[src/design/pbc_fifo.sv]
`timescale 1ns / 1ps

module pbc_fifo #(
  parameter int WIDTH = 8,
  parameter int DEPTH = 4
) (
  input  logic             clk,
  input  logic             rst,
  input  logic             push,
  input  logic [WIDTH-1:0] din,
  output logic             full,
  input  logic             pop,
  output logic [WIDTH-1:0] dout,
  output logic             empty
);

  localparam int PTR_W = (DEPTH > 1) ? $clog2(DEPTH) : 1;
  localparam int CNT_W = $clog2(DEPTH + 1);

  logic [WIDTH-1:0] slots [DEPTH];
  logic [PTR_W-1:0] wr_ptr;
  logic [PTR_W-1:0] rd_ptr;
  logic [CNT_W-1:0] count;
  logic             do_push;
  logic             do_pop;

  assign full    = (count == CNT_W'(DEPTH));
  assign empty   = (count == '0);
  assign do_push = push && !full;
  assign do_pop  = pop && !empty;
  assign dout    = slots[rd_ptr];

  always_ff @(posedge clk) begin
    if (rst) begin
      wr_ptr <= '0;
      rd_ptr <= '0;
      count  <= '0;
    end else begin
      if (do_push) begin
        wr_ptr <= (wr_ptr == PTR_W'(DEPTH - 1)) ? '0 : wr_ptr + 1'b1;
      end
      if (do_pop) begin
        rd_ptr <= (rd_ptr == PTR_W'(DEPTH - 1)) ? '0 : rd_ptr + 1'b1;
      end
      if (do_push && !do_pop) begin
        count <= count + 1'b1;
      end else if (do_pop && !do_push) begin
        count <= count - 1'b1;
      end
    end
  end

  always_ff @(posedge clk) begin
    if (do_push) begin
      slots[wr_ptr] <= din;
    end
  end

endmodule

[config.mk]
export PLATFORM = sky130hd
export DESIGN_NAME = pbc_fifo
export DESIGN_NICKNAME = d
export VERILOG_FILES = /design/src/design/pbc_fifo.sv
export SDC_FILE = /design/constraint.sdc
export NUM_CORES = 1
export LEC_CHECK = 0
export BUFFER_PORTS_ARGS = -buffer_cell sky130_fd_sc_hd__buf_2
export CAP_MARGIN = 20
export CELL_PAD_IN_SITES_DETAIL_PLACEMENT = 0
export CELL_PAD_IN_SITES_GLOBAL_PLACEMENT = 1
export CORE_UTILIZATION = 50
export DETAILED_ROUTE_END_ITERATION = 16
export GPL_ROUTABILITY_DRIVEN = 1
export PLACE_DENSITY_LB_ADDON = 0.1
export SLEW_MARGIN = 20
export SYNTH_ARGS = -nofsm -noshare
export SYNTH_HDL_FRONTEND = slang
export SYNTH_SLANG_ARGS = --single-unit
[constraint.sdc]
create_clock -name clk -period 4.87 [get_ports clk]
set_clock_uncertainty 0.1 [all_clocks]
set_input_delay 0.7305 -clock clk [delete_from_list [all_inputs] [get_ports clk]]
set_output_delay 0.7305 -clock clk [all_outputs]
set_load 0.005 [all_outputs]
==> results.md <==
- Hold path startpoint: rd_ptr[0]$_SDFFE_PP0P_
- Post-Synthesis Cells: 92
- Pwr dens: 450 nW/um2
- Top post-synthesis cells by area: edfxtp_1, dfxtp_1, mux4_2, ha_1, and3_2
- Cell area after synthesis: 1650 um2
- Fmax: 0.390 GHz
- DR vias: 826
- Async SR Flop Fraction: 0%
- Crit path required time: 4040 ps
- Fin. max-slew vios: 0
- Crit Path Category: register to primary output
- Post_cts resized: 0
- Global route overflow: 0
- Via density: 5.13
- Reg-to-reg setup timing slack: 2370 ps
- Critical Path AT: 1730 ps
- 1st-iter DRT viols: 32
- Yosys warns: 0
- Mapped Nets: 111
- H-tree depth: 2
- Starting density of the core: 53.5%
- Critical path's slowest cell: dfxtp_1
- Post-DP HPWL: 1.61 mm
- CTS sink count: 41
- Top-Level Pins: 22
- Net Sw Power: 0.228 mW
- Final core occ: 59.5%
- TritonCTS clock tree: built
- RSZ-0062 raised after global routing: false
- CTS max path bufs: 2
- Setup_tns: 0 ps
- Final hold viol count: 0
- Row cnt: 20
- Post-CTS setup buffer count: 0
- Layout cells sized above 1: 37.6%
- Peak supply drop: 203 uV
- Die span in y: 59.4 um
- Hold_buf cts: 0
- GPL Wtd Cong: 0.605
- Slew @ Worst Pin: 551 ps
- Clock network power share: 18.8%
- Sequential power share: 56.8%
- Initial antenna violation count: 0
- Reg2reg start: count[0]$_SDFFE_PP0P_
- Global-route wire length before repair: 3.72 mm
- CP endpoint: dout[4]
- CP Capture Type: primary output
- Count of different cell masters after synthesis: 26
- GRT Util Overall: 15.7%
- Setup violators final: 0
- EDFF count, synth: 32
- Most frequent cell after synthesis: edfxtp_1
- Share of the yosys chip area belonging to registers: 69.4%
- List of most frequent post-synthesis cells: edfxtp_1, dfxtp_1, mux4_2, ha_1
- Ant. Diodes: 0
- Top-area cell type share of the netlist area: 58.4%
- Synth Area per Inst: 17.9 um2
- Final Cycle Share: 52.7%
- Final wirelength: 2.32 mm
- Sw frac: 27.7%
- Worst min path class: register to register
- P_leak: 0.675 nW
- Pre-CTS setup slack: 2280 ps
- Min cycle time layout: 2560 ps
- CTS clk-pin slew, worst paths: 100 ps
- Residual DRC: 0
- Largest net degree at the start of global routing: 13
- Comb power frac: 24.3%
- Nets: 135
- Internal: 0.595 mW
- Critical path fanouts, max: 8
- CTS Buf Count: 5
- Dominant cell type by area after synthesis: edfxtp_1
- Worst-Skew Late Latency: 330 ps
- Max Cap Viol: 0
- ANT nets after route: 0
- Seq cells post-synth: 41
- Max-slew headroom: 63.2%
- Worst R2R Path Depth: 9
- Die ar.: 3520 um2
- Reg2reg end: count[2]$_SDFFE_PP0P_
- Worst path cell trace: mux4_2 > buf_2
- Top FF cell, synth: edfxtp_1
- Status: finished, final reports clean
- Wirelength per Cell: 14.4 um
- Setup crit start kind: register
- DR pass1 iterations: 4
- CP max stage delay: 680 ps
- Root Buffer: clkbuf_4
- Vias in the first global route: 815
- Layout area overhead: 11.3%
- Port Buffer Count: 21
- Final Worst Setup Slack: 2310 ps
- Die span in x: 59.4 um
- Core ar.: 3080 um2
==> layout make-up <==
cell class / count / area, um2
well taps: 44 / 55.1
inverters: 5 / 23.8
fillers: 242 / 1250
clock buffers: 7 / 45.0
clock inverters: 1 / 5.00
repair buffers: 21 / 105
multi-input cells: 42 / 457
flip-flops and latches: 41 / 1140
==> critical path, delay by kind of cell, from the launching register on <==
family | cells | cell delay [ps]
buffers and inverters | 1 | 140
multiplexers | 1 | 580
flip-flops | 1 | 680
==> routing by layer <==
metal / global-route usage (%) / share of wire (%) / routed length (um)
met1: 18.0 / 45 / 1050
met2: 24.7 / 48 / 1110
met3: 6.33 / 4.9 / 114
met4: 9.52 / 2.0 / 46
met5: 0 / 0 / 0
==> state kept, by name (all words and copies together), names as in the netlist, named ones only <==
signal  count
slots      32
count       3
rd_ptr      2
wr_ptr      2
==> how the worst min path moves through the flow <==
| stage | endpoint | slack (ps) | cells past startpoint |
|---|---|---|---|
| after floorplan | register | 360 | 2 |
| after global placement | rd_ptr[0]$_SDFFE_PP0P_ | 380 | 2 |
| after detailed placement | rd_ptr[0]$_SDFFE_PP0P_ | 390 | 2 |
| after CTS | rd_ptr[0]$_SDFFE_PP0P_ | 410 | 2 |
| after global routing | rd_ptr[0]$_SDFFE_PP0P_ | 440 | 2 |
| final | rd_ptr[0]$_SDFFE_PP0P_ | 410 | 2 |
==> power groups by stage <==
stage	Clock (mW)	Combinational, mW	Sequential (mW)
floorplan	0	0.163	0.453
global placement	0	0.198	0.476
detailed placement	0	0.203	0.479
CTS	0.162	0.204	0.471
global route	0.178	0.222	0.477
finish	0.155	0.200	0.468
==> logic make-up (layout without fill, tap and decap cells) <==
| kind of cell | Yosys count | count (layout) | share of synthesized area [%] |
|---|---|---|---|
| xor gates and xnor gates | 2 | 2 | 1.06 |
| and+or+nand+nor | 16 | 16 | 5.70 |
| adders and majority gates | 7 | 7 | 5.78 |
| buffers and inverters | 9 | 34 | 2.89 |
| AOI/OAI and AO/OA | 7 | 7 | 3.04 |
| DFF | 41 | 41 | 69.4 |
| muxes | 10 | 10 | 12.2 |
==> placed cells by master (no fill, tap or decap), drive strengths merged, types with 3 or more instances in the layout <==
cell type  synthesis  layout
mux4               8       8
buf                3      21
and3               4       4
clkbuf             1       7
dfxtp              9       9
inv                4       4
edfxtp            32      32
nor2               4       4
ha                 6       6
a21oi              3       3
==> per-stage QoR <==
| stage | power (mW) | instance area (um2) | hold WS [ps] | std cells |
|---|---|---|---|---|
| 3_5_place_dp | 0.682 | 1780 | 386 | 153 |
| 6_report | 0.823 | 1830 | 407 | 161 |
| 5_1_grt | 0.877 | 1830 | 445 | 161 |
| 4_1_cts | 0.837 | 1830 | 411 | 161 |
| 3_3_place_gp | 0.674 | 1780 | 382 | 153 |
| 2_1_floorplan | 0.617 | 1650 | 363 | 92 |
(Power assumes the default switching activity.)
