### src/design/pbc_pkg.sv
`timescale 1ns / 1ps

package pbc_pkg;

  localparam int POS_BITS    = 10;
  localparam int REGION_BITS = 11;
  localparam int COV_BITS    = 18;
  localparam int CMD_DEPTH   = 4;
  localparam int RES_DEPTH   = 2;

  localparam logic [REGION_BITS-1:0] REGION_RESET    = 11'd1024;
  localparam logic [REGION_BITS-1:0] COVERED_OUT_MAX = 11'd2047;
  localparam logic [3:0]             SUPPORT_CAP     = 4'd9;

  // lower-case ascii letters; flipping the case bit gives upper case
  localparam logic [7:0] CHAR_LOW_A = 8'h61;
  localparam logic [7:0] CHAR_LOW_C = 8'h63;
  localparam logic [7:0] CHAR_LOW_G = 8'h67;
  localparam logic [7:0] CHAR_LOW_T = 8'h74;
  localparam logic [7:0] CHAR_CASE  = 8'h20;

  typedef enum logic [1:0] {
    OP_VOTE  = 2'd0,
    OP_READ  = 2'd1,
    OP_CLEAR = 2'd2
  } opcode_t;

  typedef enum logic [1:0] {
    CMD_VOTE  = 2'd0,
    CMD_READ  = 2'd1,
    CMD_CLEAR = 2'd2
  } cmd_kind_t;

  typedef enum logic [2:0] {
    CODE_A = 3'd0,
    CODE_C = 3'd1,
    CODE_G = 3'd2,
    CODE_T = 3'd3,
    CODE_N = 3'd4
  } cons_code_t;

  typedef struct packed {
    logic       valid;
    logic [1:0] code;
  } base_dec_t;

  typedef struct packed {
    cmd_kind_t           kind;
    logic                hit;
    logic [1:0]          base;
    logic [7:0]          weight;
    logic [POS_BITS-1:0] position;
  } cmd_t;

  typedef struct packed {
    logic [2:0]             code;
    logic [3:0]             support;
    logic                   flag;
    logic [REGION_BITS-1:0] covered;
  } res_t;

  function automatic base_dec_t base_decode(input logic [7:0] ch);
    base_dec_t d;
    d.valid = 1'b1;
    d.code  = 2'd0;
    unique case (ch)
      CHAR_LOW_A, CHAR_LOW_A ^ CHAR_CASE: d.code = 2'(CODE_A);
      CHAR_LOW_C, CHAR_LOW_C ^ CHAR_CASE: d.code = 2'(CODE_C);
      CHAR_LOW_G, CHAR_LOW_G ^ CHAR_CASE: d.code = 2'(CODE_G);
      CHAR_LOW_T, CHAR_LOW_T ^ CHAR_CASE: d.code = 2'(CODE_T);
      default: d.valid = 1'b0;
    endcase
    return d;
  endfunction

endpackage

### src/design/pbc_fifo.sv
`timescale 1ns / 1ps

module pbc_fifo #(
  parameter int WIDTH = 8,
  parameter int DEPTH = 4
) (
  input  logic             clk,
  input  logic             rst,
  input  logic             push,
  input  logic [WIDTH-1:0] din,
  output logic             full,
  input  logic             pop,
  output logic [WIDTH-1:0] dout,
  output logic             empty
);

  localparam int PTR_W = (DEPTH > 1) ? $clog2(DEPTH) : 1;
  localparam int CNT_W = $clog2(DEPTH + 1);

  logic [WIDTH-1:0] slots [DEPTH];
  logic [PTR_W-1:0] wr_ptr;
  logic [PTR_W-1:0] rd_ptr;
  logic [CNT_W-1:0] count;
  logic             do_push;
  logic             do_pop;

  assign full    = (count == CNT_W'(DEPTH));
  assign empty   = (count == '0);
  assign do_push = push && !full;
  assign do_pop  = pop && !empty;
  assign dout    = slots[rd_ptr];

  always_ff @(posedge clk) begin
    if (rst) begin
      wr_ptr <= '0;
      rd_ptr <= '0;
      count  <= '0;
    end else begin
      if (do_push) begin
        wr_ptr <= (wr_ptr == PTR_W'(DEPTH - 1)) ? '0 : wr_ptr + 1'b1;
      end
      if (do_pop) begin
        rd_ptr <= (rd_ptr == PTR_W'(DEPTH - 1)) ? '0 : rd_ptr + 1'b1;
      end
      if (do_push && !do_pop) begin
        count <= count + 1'b1;
      end else if (do_pop && !do_push) begin
        count <= count - 1'b1;
      end
    end
  end

  always_ff @(posedge clk) begin
    if (do_push) begin
      slots[wr_ptr] <= din;
    end
  end

endmodule

### src/design/pbc_front.sv
`timescale 1ns / 1ps

module pbc_front #(
  parameter int POSITIONS = 1024
) (
  input  logic                            clk,
  input  logic                            rst,
  input  logic                            cfg_write,
  input  logic [pbc_pkg::REGION_BITS-1:0] cfg_data,
  input  logic                            push,
  output logic                            full,
  input  logic [1:0]                      opcode,
  input  logic [pbc_pkg::POS_BITS-1:0]    position,
  input  logic [7:0]                      base_char,
  input  logic [7:0]                      vote_weight,
  input  logic                            sweep_busy,
  input  logic                            cmd_pop,
  output pbc_pkg::cmd_t                   cmd_head,
  output logic                            cmd_empty
);

  logic [pbc_pkg::REGION_BITS-1:0] region_length;
  logic                            in_store;
  logic                            in_region;
  logic                            keep;
  logic                            q_full;
  logic                            accept;
  pbc_pkg::base_dec_t              dec;
  pbc_pkg::cmd_t                   cmd;
  logic [$bits(pbc_pkg::cmd_t)-1:0] head_bits;

  always_ff @(posedge clk) begin
    if (rst) begin
      region_length <= pbc_pkg::REGION_RESET;
    end else if (cfg_write) begin
      region_length <= cfg_data;
    end
  end

  assign full   = q_full || sweep_busy;
  assign accept = push && !full;

  // classify: drop what changes nothing, keep reads even when out of region
  always_comb begin
    in_store      = 32'(position) < POSITIONS;
    in_region     = in_store && (pbc_pkg::REGION_BITS'(position) < region_length);
    dec           = pbc_pkg::base_decode(base_char);
    cmd.kind      = pbc_pkg::CMD_VOTE;
    cmd.hit       = in_region;
    cmd.base      = dec.code;
    cmd.weight    = vote_weight;
    cmd.position  = position;
    keep          = 1'b0;
    unique case (opcode)
      pbc_pkg::OP_VOTE: begin
        cmd.kind = pbc_pkg::CMD_VOTE;
        keep     = in_region && dec.valid;
      end
      pbc_pkg::OP_READ: begin
        cmd.kind = pbc_pkg::CMD_READ;
        keep     = 1'b1;
      end
      pbc_pkg::OP_CLEAR: begin
        cmd.kind = pbc_pkg::CMD_CLEAR;
        keep     = in_store;
      end
      default: keep = 1'b0;
    endcase
  end

  pbc_fifo #(
    .WIDTH ($bits(pbc_pkg::cmd_t)),
    .DEPTH (pbc_pkg::CMD_DEPTH)
  ) u_cmd_fifo (
    .clk   (clk),
    .rst   (rst),
    .push  (accept && keep),
    .din   (cmd),
    .full  (q_full),
    .pop   (cmd_pop),
    .dout  (head_bits),
    .empty (cmd_empty)
  );

  assign cmd_head = pbc_pkg::cmd_t'(head_bits);

endmodule

### config.mk
export PLATFORM = sky130hd
export DESIGN_NAME = pbc_front
export DESIGN_NICKNAME = d
export VERILOG_FILES = /design/src/design/pbc_pkg.sv /design/src/design/pbc_fifo.sv /design/src/design/pbc_front.sv
export SDC_FILE = /design/constraint.sdc
export NUM_CORES = 1
export LEC_CHECK = 0
export BUFFER_PORTS_ARGS = -buffer_cell sky130_fd_sc_hd__buf_4
export CAP_MARGIN = 20
export CORE_MARGIN = 1
export CORE_UTILIZATION = 45
export CTS_BUF_LIST = sky130_fd_sc_hd__clkbuf_4 sky130_fd_sc_hd__clkbuf_8
export CTS_CLUSTER_DIAMETER = 40
export DETAILED_ROUTE_END_ITERATION = 10
export PLACE_DENSITY = 0.65
export SYNTH_ARGS = -nofsm -noshare
export SYNTH_HDL_FRONTEND = slang
export SYNTH_SLANG_ARGS = --single-unit
export TNS_END_PERCENT = 50
### constraint.sdc
create_clock -name clk -period 3.8 [get_ports clk]
set_input_delay 0.19 -clock clk [delete_from_list [all_inputs] [get_ports clk]]
set_output_delay 0.19 -clock clk [all_outputs]
set_load 0.03 [all_outputs]
==> flow_metrics.py, run 1 <==
metrics = {
    "sta": {
        "fin_setup_tns_ns": 0,
        "period_minus_slack_ns": 3.16,
        "hold_ws_ns": 0.0193,
        "tightest_slew_ns": 0.858,
        "finalHoldViolations": 0,
        "finalSetupViolCount": 0,
        "fin_skew_ns": 0.0105,
        "slew-limit-headroom_pct": 42.8,
        "fmax_ghz": 0.317,
        "rsz0062_at_grt": "false",
        "final_max_slew_viol_count": 0,
        "timing.final.crit_share_pct": 83.1,
    },
    "setup_path": {
        "required_ns": 4.10,
        "critical_path.max_stage_delay_ns": 0.41,
        "crit_arrival_ns": 3.46,
        "crit_fanout": 5,
        "startpoint_type": "flip-flop",
        "path_class": "reg -> reg",
        "cp_cell_sequence": "inv_1, ha_1, a21o_1, a22o_1, a31oi_1, nand3_1, nand2_1, ha_1, inv_1, fa_1, xor2_1, or3_2, a21oi_1",
        "end_kind": "flip-flop",
        "worst_path_max_delay_cell": "or3_2",
    },
    "final_layout": {
        "antenna_cells": 0,
        "syn_to_final_growth_pct": 19.9,
        "drive_above_1_share_pct": 34.8,
        "layout.nets": 421,
        "fin_util_pct": 56.4,
        "fillerInstances": 807,
    },
    "run": {
        "cap_viol_max_count": 0,
    },
    "placement": {
        "hpwl_um": 5400,
        "io_buffer_count": 68,
        "gp_congestion": 0.742,
    },
    "synth": {
        "yosysSeqAreaShare_pct": 68.2,
        "synth_area_um2": 4640,
        "yosys.area_share.adder_pct": 5.56,
        "synthMuxAreaShare_pct": 13.8,
        "async_reset_ff_share_pct": 0,
        "synth_edf_count": 92,
        "yosys_warnings": 0,
        "synthCells": 274,
        "synth_top_area_share_pct": 59.6,
        "synth_cell_types": 41,
        "synth-seq-cells": 112,
        "ys.flop_type": "edfxtp_1",
        "synthSimpleGateAreaFrac_pct": 6.45,
        "synth_top_family_by_area": "multiplexers",
        "syn_nets": 339,
        "synth.area.top_cells": "edfxtp_1 60%, mux4_2 11%, dfxtp_1 8.6%",
        "synth_area_leader_cell": "edfxtp_1",
        "synth_xor_area_share_pct": 0.378,
        "synth_compound_area_share_pct": 3.29,
        "avgSynthCellArea_um2": 16.9,
    },
    "die": {
        "dieHeight_um": 104,
        "core-area_um2": 9860,
        "dieArea_um2": 10700,
        "io_pins": 70,
        "rows": 36,
        "die_w_um": 104,
        "initial_core_util_pct": 47.0,
    },
    "route": {
        "wl_per_cell_um": 15.8,
        "viasPerCell": 5.03,
        "dr_total_vias": 2475,
        "drc_errors": 0,
        "detail-route-antenna-nets": 0,
        "drtIter0Drc": 83,
        "drtPass1Iterations": 4,
        "routed_wl_um": 7770,
    },
    "clocking": {
        "cts_resized": 0,
        "path_clk_slew_ns": 0.10,
        "clk_path_buf_depth": 2,
        "cts_buffers": 9,
        "cts_root_buf": "clkbuf_8",
        "cts_tree": "done",
        "cts_sinks": 112,
        "ctsHtreeMaxLevel": 3,
        "clk_latency_ns": 0.37,
    },
    "global_route": {
        "grtUsageMet2_pct": 25.4,
        "grtUsageMet3_pct": 4.34,
        "grt_use_total_pct": 15.7,
        "grt-ovfl-total": 0,
        "grt_pass1_wl_um": 12900,
        "antenna_found_initial": 0,
        "grt_max_degree": 24,
        "busiest_layer": "met2",
        "grt_pass1_vias": 2547,
        "grt_util_met1_pct": 20.9,
    },
    "pwr": {
        "p_leak_uw": 0.00203,
        "irDropWorstVdd_uv": 329,
        "power-per-cell-area_nw_per_um2": 504,
        "fin_total_pwr_uw": 2800,
    },
    "min_path": {
        "hp-class": "in -> reg",
    },
    "run_status": {
        "status": "finished clean",
    },
}
==> path summary, 6_finish.rpt <==
| check | start | to | slack [ns] | cells past startpoint |
|---|---|---|---|---|
| setup reg to reg | region_length[8] | u_cmd_fifo.count[2] | 0.64 | 13 |
| hold / removal | vote_weight[5] | u_cmd_fifo.slots[1][15] | 0.02 | 1 |
| hold reg to reg | region_length[5] | region_length[5] | 0.50 | 2 |
| setup / recovery | region_length[8] | u_cmd_fifo.count[2] | 0.64 | 13 |
==> final cells by class <==
class,instances,area (µm²),share of cell area (%)
Sequential cell,112,3160,56.9
Multi-Input combinational cell,136,1380,24.8
Timing Repair Buffer,79,616,11.1
Tap cell,133,166,2.99
Clock buffer,9,124,2.23
Inverter,18,67.6,1.22
Clock inverter,5,42.5,0.765
==> cell families after synthesis <==
group / after synthesis
compound gates: 24
buf+inv: 26
mux: 35
fa+ha+maj: 20
flops: 112
simple gates: 55
xor+xnor: 2
==> per-layer routing <==
metal  routed length (µm)  vias up
met2                 3800       60
met5                    0        -
met3                  366       10
met1                 3510     1196
met4                   87        0
li1                     -     1209
==> repair_timing <==
item,4_1_cts,5_1_grt
buffers inserted,0,0
setup endpoints to repair,0,0
hold buffers,1,3
endpoints found under the hold margin,4,12
==> where the power goes <==
group,internal (µW),switching [µW],total (µW),leakage [µW]
Sequential,1380,84.1,1460,0.000998
Clock,238,383,621,0.0000822
Combinational,349,367,716,0.000954
==> through the flow <==
stage	worst slack [ns]	cell area, µm²	cells
floorplan	0.254	4640	274
global placement	0.705	5350	474
detailed placement	0.638	5350	474
CTS	0.624	5530	489
global route	0.409	5560	492
finish	0.641	5560	492
==> state kept, by name, summed over array words and instances (netlist names), named ones only <==
register and count:
region_length 11, u_cmd_fifo.slots 92, u_cmd_fifo.wr_ptr 2, u_cmd_fifo.count 3, u_cmd_fifo.rd_ptr 2
==> synth_stat cells, types with 2 or more instances <==
| master | number |
|---|---|
| edfxtp_1 | 92 |
| mux4_2 | 23 |
| dfxtp_1 | 20 |
| ha_1 | 19 |
| inv_1 | 18 |
| nor2_1 | 16 |
| mux2i_1 | 12 |
| nand2_1 | 9 |
| a21oi_1 | 6 |
| nor3_1 | 5 |
| o21ai_0 | 5 |
| a21boi_0 | 4 |
| nand3_1 | 4 |
| clkbuf_1 | 3 |
| a22oi_1 | 2 |
| a31oi_1 | 2 |
| buf_1 | 2 |
| buf_2 | 2 |
| nand2b_1 | 2 |
| nand4_1 | 2 |
| nor2b_1 | 2 |
| nor3b_1 | 2 |
| nor4bb_1 | 2 |
| or3_1 | 2 |
| xor2_1 | 2 |
==> worst max-delay path, delay by kind of cell, from the launching register on <==
family	cells	cell delay (ns)
compound gates	4	0.77
buf+inv	2	0.10
flops	1	0.34
fa+ha+maj	3	0.84
xor+xnor	1	0.18
simple gates	3	0.87
==> cells in the final DEF (no fill, tap or decap), types with 4 or more instances in the layout <==
cell	Yosys	layout
a21oi_1	6	6
edfxtp_1	92	92
nand3_1	4	4
dfxtp_1	20	19
mux4_2	23	23
dlygate4sd3_1	0	4
buf_4	0	74
mux2i_1	12	12
nand2_1	9	9
o21ai_0	5	5
a21boi_2	0	4
inv_1	18	18
nor2_1	16	16
nor3_1	5	5
clkbuf_8	1	9
ha_1	19	19
Power figures use the tool's default switching activity.
==> inputs of run 2 (changes only) <==
==> constraint.sdc (replaced) <==
create_clock -name clk -period 3.1 [get_ports clk]
set_input_delay 0.155 -clock clk [delete_from_list [all_inputs] [get_ports clk]]
set_output_delay 0.155 -clock clk [all_outputs]
set_load 0.03 [all_outputs]
==> run 2 against run 1 <==
Effect of this change:
- sequential power up 21%
- via count up 6.0%
- global-route usage up 0.53 points
- register-to-register slack worse by 0.41 ns
- power up 26%
==> flow_metrics.py, run 2 (synthesis gave the netlist of run 1 again) <==
metrics = {
    "placement": {
        "placed_area_um2": 5350,
        "io_buffer_count": 68,
        "dpl.cell_count": 475,
        "hpwl_um": 5340,
        "gp_congestion": 0.783,
    },
    "clocking": {
        "cts_tree": "done",
        "ctsHtreeMaxLevel": 3,
        "path_clk_slew_ns": 0.10,
        "cts_sinks": 112,
        "clk_latency_ns": 0.37,
        "cts_buffers": 9,
        "clk_path_buf_depth": 2,
        "cts_root_buf": "clkbuf_8",
    },
    "die": {
        "dieHeight_um": 104,
        "dieArea_um2": 10700,
        "rows": 36,
        "die_w_um": 104,
        "io_pins": 70,
        "initial_core_util_pct": 47.0,
        "core-area_um2": 9860,
    },
    "setup_path": {
        "cp_cell_sequence": "dlygate4sd3_1, buf_4, ha_1, a21o_1, a22o_1, a31oi_4, nand3_2, nand2_1, ha_2, inv_1, fa_1, xor2_1, or3_2, a21oi_2",
        "startpoint_type": "primary input",
        "critPathBufInv": 3,
        "path_delay_family": "adder cells",
        "critical_path.max_stage_delay_ns": 0.54,
        "crit_arrival_ns": 3.30,
        "end_kind": "flip-flop",
        "path_class": "in -> reg",
        "crit_fanout": 5,
        "worst_path_max_delay_cell": "dlygate4sd3_1",
        "required_ns": 3.40,
    },
    "route": {
        "wl_met3_um": 309,
        "drtIter0Drc": 136,
        "highest_layer": "met4",
        "wl_per_cell_um": 16.2,
        "routed_wl_um": 8260,
        "wl_met2_um": 4120,
        "drc_errors": 0,
        "wl_met1_um": 3710,
        "detail-route-antenna-nets": 0,
        "viasPerCell": 5.14,
        "dr_total_vias": 2624,
        "drtPass1Iterations": 4,
    },
    "pwr": {
        "p_leak_uw": 0.00212,
        "power_switching_uw": 1060,
        "seqPwrFrac_pct": 50.2,
        "combPwrFrac_pct": 27.2,
        "p_int_uw": 2460,
        "swShare_pct": 30.0,
        "p_clk_share_pct": 22.6,
        "irDropWorstVdd_uv": 405,
        "power-per-cell-area_nw_per_um2": 611,
    },
    "final_layout": {
        "final_common_cell": "edfxtp_1",
        "regMostFlops": "u_cmd_fifo.slots",
        "largest_reg_flops": 92,
        "top_regs": "u_cmd_fifo.slots x92, region_length x11, u_cmd_fifo.count x3",
        "fin_util_pct": 58.3,
        "antenna_cells": 0,
        "final_cell_mix": "92 x edfxtp_1, 77 x buf_4, 23 x mux4_2",
        "final_cell_count_no_fill": 511,
        "fin_area_um2": 5760,
        "drive_above_1_share_pct": 35.2,
        "layout.nets": 438,
        "syn_to_final_growth_pct": 24.1,
    },
    "global_route": {
        "grt_pass1_vias": 2642,
        "grt_max_degree": 24,
        "grt_pass1_wl_um": 13200,
        "grt_use_total_pct": 16.2,
        "grt-ovfl-total": 0,
        "antenna_found_initial": 0,
    },
    "sta": {
        "final_max_slew_viol_count": 0,
        "fmax_ghz": 0.334,
        "period_minus_slack_ns": 3.00,
        "tightest_slew_ns": 0.625,
        "slew-limit-headroom_pct": 57.8,
        "finalSetupViolCount": 0,
        "finalHoldViolations": 0,
        "fin_skew_ns": 0.0110,
        "timing.final.crit_share_pct": 96.7,
    },
    "run": {
        "cap_viol_max_count": 0,
    },
    "min_path": {
        "hp-class": "in -> reg",
    },
    "run_status": {
        "status": "finished clean",
    },
}
## run 2: power groups by stage
stage	registers, µW	clock network (µW)	logic, µW
2_1_floorplan	1760	0	661
3_3_place_gp	1800	0	924
3_5_place_dp	1810	0	932
4_1_cts	1770	825	954
5_1_grt	1780	880	1030
6_report	1770	795	956
## run 2: layout make-up
class	count	area, µm²
Timing Repair Buffer	96	768
Sequential cell	112	3160
Fill cell	781	4110
Clock inverter	6	51.3
Multi-Input combinational cell	136	1410
Tap cell	133	166
Clock buffer	10	131
Inverter	18	67.6
## run 2: repair_timing
item,4_1_cts,5_1_grt
hold buffers,19,0
buffers inserted,0,1
endpoints found under the setup margin,0,1
resized for setup,0,6
hold endpoints to repair,66,0
## run 2: routing by layer
layer / track usage [%] / up-vias
met5: 0 / -
met4: 5.69 / 0
met3: 4.22 / 10
met2: 26.5 / 62
met1: 21.1 / 1302
li1: - / 1250
## run 2: worst reg2reg max path: stages (launching register included)
cell     delay (ns)
dfxtp_1        0.34
inv_1          0.04
ha_1           0.28
a21o_1         0.18
a22o_1         0.25
a31oi_4        0.19
nand3_2        0.11
nand2_1        0.10
ha_2           0.18
inv_1          0.05
fa_1           0.36
xor2_1         0.18
or3_2          0.43
a21oi_2        0.13
## run 2: path summary, 6_finish.rpt
kind / startpoint / to / slack, ns / cells past startpoint
worst min-delay path: cfg_data[6] / region_length[6] / 0.02 / 3
worst min register to register: region_length[6] / region_length[6] / 0.50 / 2
worst max register to register: region_length[8] / u_cmd_fifo.count[2] / 0.23 / 13
worst max-delay path: position[8] / u_cmd_fifo.count[2] / 0.10 / 14
## run 2: stage by stage
step	TNS (ns)	setup WS (ns)	hold WS [ns]	total power, µW
finish	0	0.102	0.0163	3520
global route	-0.0285	-0.0285	0.00889	3690
CTS	0	0.0602	0.000585	3550
detailed placement	0	0.197	0.365	2740
global placement	0	0.255	0.358	2730
floorplan	-41.06	-0.446	0.254	2420
==> inputs of run 3 (changes only) <==
--- a/config.mk
+++ b/config.mk
@@ -12,8 +12,10 @@
 export CTS_BUF_LIST = sky130_fd_sc_hd__clkbuf_4 sky130_fd_sc_hd__clkbuf_8
 export CTS_CLUSTER_DIAMETER = 40
 export DETAILED_ROUTE_END_ITERATION = 10
+export GPL_TIMING_DRIVEN = 0
 export PLACE_DENSITY = 0.65
 export SYNTH_ARGS = -nofsm -noshare
 export SYNTH_HDL_FRONTEND = slang
+export SYNTH_HIERARCHICAL = 1
 export SYNTH_SLANG_ARGS = --single-unit
 export TNS_END_PERCENT = 50
==> run 3 against run 2 <==
Effect of this change:
- cell count decreased by 0.98%
- global-route usage decreased by 0.17 points
- count of clock-buffer cells in the layout decreased by 1
- largest power group unchanged
- highest routed layer unchanged
==> flow_metrics.py, run 3 <==
metrics = {
    "global_route": {
        "grt-ovfl-total": 0,
        "grt_pass1_wl_um": 13100,
        "grt_max_degree": 24,
        "grt_pass1_vias": 2588,
        "antenna_found_initial": 0,
        "grt_use_total_pct": 16.0,
    },
    "synth": {
        "yosys_warnings": 6,
        "synth_area_um2": 4640,
        "synth_cell_types": 49,
        "synth_area_leader_cell": "edfxtp_1",
        "synth-seq-cells": 112,
        "async_reset_ff_share_pct": 0,
        "synth_edf_count": 92,
        "synthCells": 263,
        "syn_nets": 328,
        "synth_most_common_cell": "edfxtp_1",
        "synth.area.top_cells": "edfxtp_1 60%, mux4_2 11%, dfxtp_1 8.6%",
        "yosysSeqAreaShare_pct": 68.1,
        "ys.flop_type": "edfxtp_1",
        "synth_top_area_share_pct": 59.5,
        "avgSynthCellArea_um2": 17.7,
        "synth_commonest_cells": "92 x edfxtp_1, 23 x mux4_2, 20 x dfxtp_1",
    },
    "final_layout": {
        "antenna_cells": 0,
        "fillerInstances": 781,
        "final_cell_mix": "92 x edfxtp_1, 79 x buf_4, 23 x mux4_2",
        "final_common_cell": "edfxtp_1",
        "largest_reg_flops": 92,
        "layout.nets": 433,
        "regMostFlops": "u_cmd_fifo/slots",
        "fin_util_pct": 58.7,
        "fin_area_um2": 5790,
        "drive_above_1_share_pct": 38.9,
        "top_regs": "u_cmd_fifo/slots x92, region_length x11, u_cmd_fifo/count x3",
        "syn_to_final_growth_pct": 24.7,
    },
    "setup_path": {
        "crit_arrival_ns": 3.30,
        "r2r_start": "u_cmd_fifo/count[2]",
        "r2r-end": "u_cmd_fifo/count[2]",
        "required_ns": 3.38,
        "startpoint": "u_cmd_fifo/count[2]",
        "reg2regPathDepth": 15,
        "startpoint_type": "flip-flop",
        "worstSetupEndpoint": "u_cmd_fifo/count[2]",
        "r2r_slack_ns": 0.08,
        "end_kind": "flip-flop",
        "crit_fanout": 5,
        "path_class": "reg -> reg",
    },
    "clocking": {
        "cts_sinks": 112,
        "cts_root_buf": "clkbuf_8",
        "cts_tree": "done",
        "clk_path_buf_depth": 2,
        "cts_buffers": 9,
        "ctsHtreeMaxLevel": 3,
        "path_clk_slew_ns": 0.11,
        "clk_latency_ns": 0.36,
    },
    "die": {
        "dieHeight_um": 104,
        "initial_core_util_pct": 47.1,
        "core-area_um2": 9860,
        "rows": 36,
        "dieArea_um2": 10700,
        "die_w_um": 104,
        "io_pins": 70,
    },
    "route": {
        "viasPerCell": 5.03,
        "routed_wl_um": 8370,
        "drtPass1Iterations": 4,
        "detail-route-antenna-nets": 0,
        "wl_per_cell_um": 16.5,
        "dr_total_vias": 2547,
        "drtIter0Drc": 91,
        "drc_errors": 0,
    },
    "sta": {
        "finalSetupViolCount": 0,
        "finalHoldViolations": 0,
        "final_max_slew_viol_count": 0,
        "tightest_slew_ns": 0.781,
        "fin_setup_tns_ns": 0,
        "period_minus_slack_ns": 3.02,
        "layout_setup_ws_ns": 0.0760,
        "slew-limit-headroom_pct": 47.9,
        "fin_skew_ns": 0.0108,
        "timing.final.crit_share_pct": 97.5,
        "fmax_ghz": 0.331,
    },
    "pwr": {
        "power-per-cell-area_nw_per_um2": 625,
        "irDropWorstVdd_uv": 276,
        "fin_total_pwr_uw": 3620,
        "p_leak_uw": 0.00211,
    },
    "placement": {
        "hpwl_um": 5370,
        "place_ws_ns": -0.277,
        "gp_congestion": 0.725,
        "io_buffer_count": 68,
        "placed_area_um2": 5320,
    },
    "run": {
        "cap_viol_max_count": 0,
    },
    "min_path": {
        "hp-class": "in -> reg",
        "hp-start": "position[4]",
    },
    "run_status": {
        "status": "finished clean",
    },
}
==> run 3: routing by layer <==
layer  vias up  global-route usage [%]  wire length [µm]
li1       1228                       -                 -
met4         0                    5.80                48
met3         4                    2.14               213
met5         -                       0                 0
met1      1268                    21.9              3890
met2        47                    26.5              4210
==> run 3: layout make-up <==
cell class / instances / area, µm² / area share, %
clock buffer: 9 / 124 / 2.14
sequential: 112 / 3170 / 54.8
buffer: 9 / 53.8 / 0.930
multi-input combinational: 126 / 1380 / 23.8
timing repair buffer: 94 / 751 / 13.0
inverter: 16 / 65.1 / 1.12
clock inverter: 7 / 73.8 / 1.28
tap: 133 / 166 / 2.88
==> run 3: what timing repair did <==
item / in CTS / in global routing
hold endpoints to repair: 60 / 3
setup buffers: 1 / 7
hold buffers: 17 / 1
gates resized for setup: 5 / 8
setup endpoints to repair: 1 / 1
pin swaps: 1 / 3
==> run 3: worst min path at each step <==
| stage | to | cells past startpoint |
|---|---|---|
| after floorplan | region_length[10] | 1 |
| after global placement | u_cmd_fifo/slots[2][13] | 1 |
| after detailed placement | u_cmd_fifo/slots[3][10] | 1 |
| after CTS | u_cmd_fifo/slots[3][8] | 1 |
| after global routing | u_cmd_fifo/slots[1][4] | 1 |
| final | u_cmd_fifo/slots[0][4] | 1 |
==> run 3: kinds of logic after synthesis <==
kind of cell             count (synthesis)  share of synthesized area, %
AO/OA/AOI/OAI                           21                          3.13
XOR/XNOR                                 2                         0.377
adder cells (fa/ha/maj)                 20                          5.55
buffers and inverters                   25                          2.56
flip-flops                             112                          68.1
multiplexers                            35                          13.7
AND/OR/NAND/NOR                         48                          6.50
==> run 3: metrics by stage <==
| step | cells | hold slack [ns] |
|---|---|---|
| floorplan | 263 | 0.254 |
| global placement | 464 | 0.359 |
| detailed placement | 464 | 0.361 |
| CTS | 498 | 0.00265 |
| global route | 506 | 0.00148 |
| finish | 506 | 0.0184 |
==> run 3: critical path, cell delays in order, from the launching register on <==
cell	delay, ns
dfxtp_4	0.35
or3b_1	0.19
buf_6	0.12
clkinv_4	0.06
nor4b_4	0.30
nor2b_2	0.18
a41oi_1	0.13
o21ai_2	0.11
inv_2	0.08
nor2_4	0.13
ha_2	0.19
inv_1	0.05
fa_2	0.33
xor2_1	0.16
or3_2	0.43
a21oi_2	0.14
==> run 3: report_power, final <==
group | total [µW] | switching, µW | internal (µW)
registers | 1740 | 36.1 | 1700
clock network | 834 | 516 | 318
logic | 1040 | 553 | 492
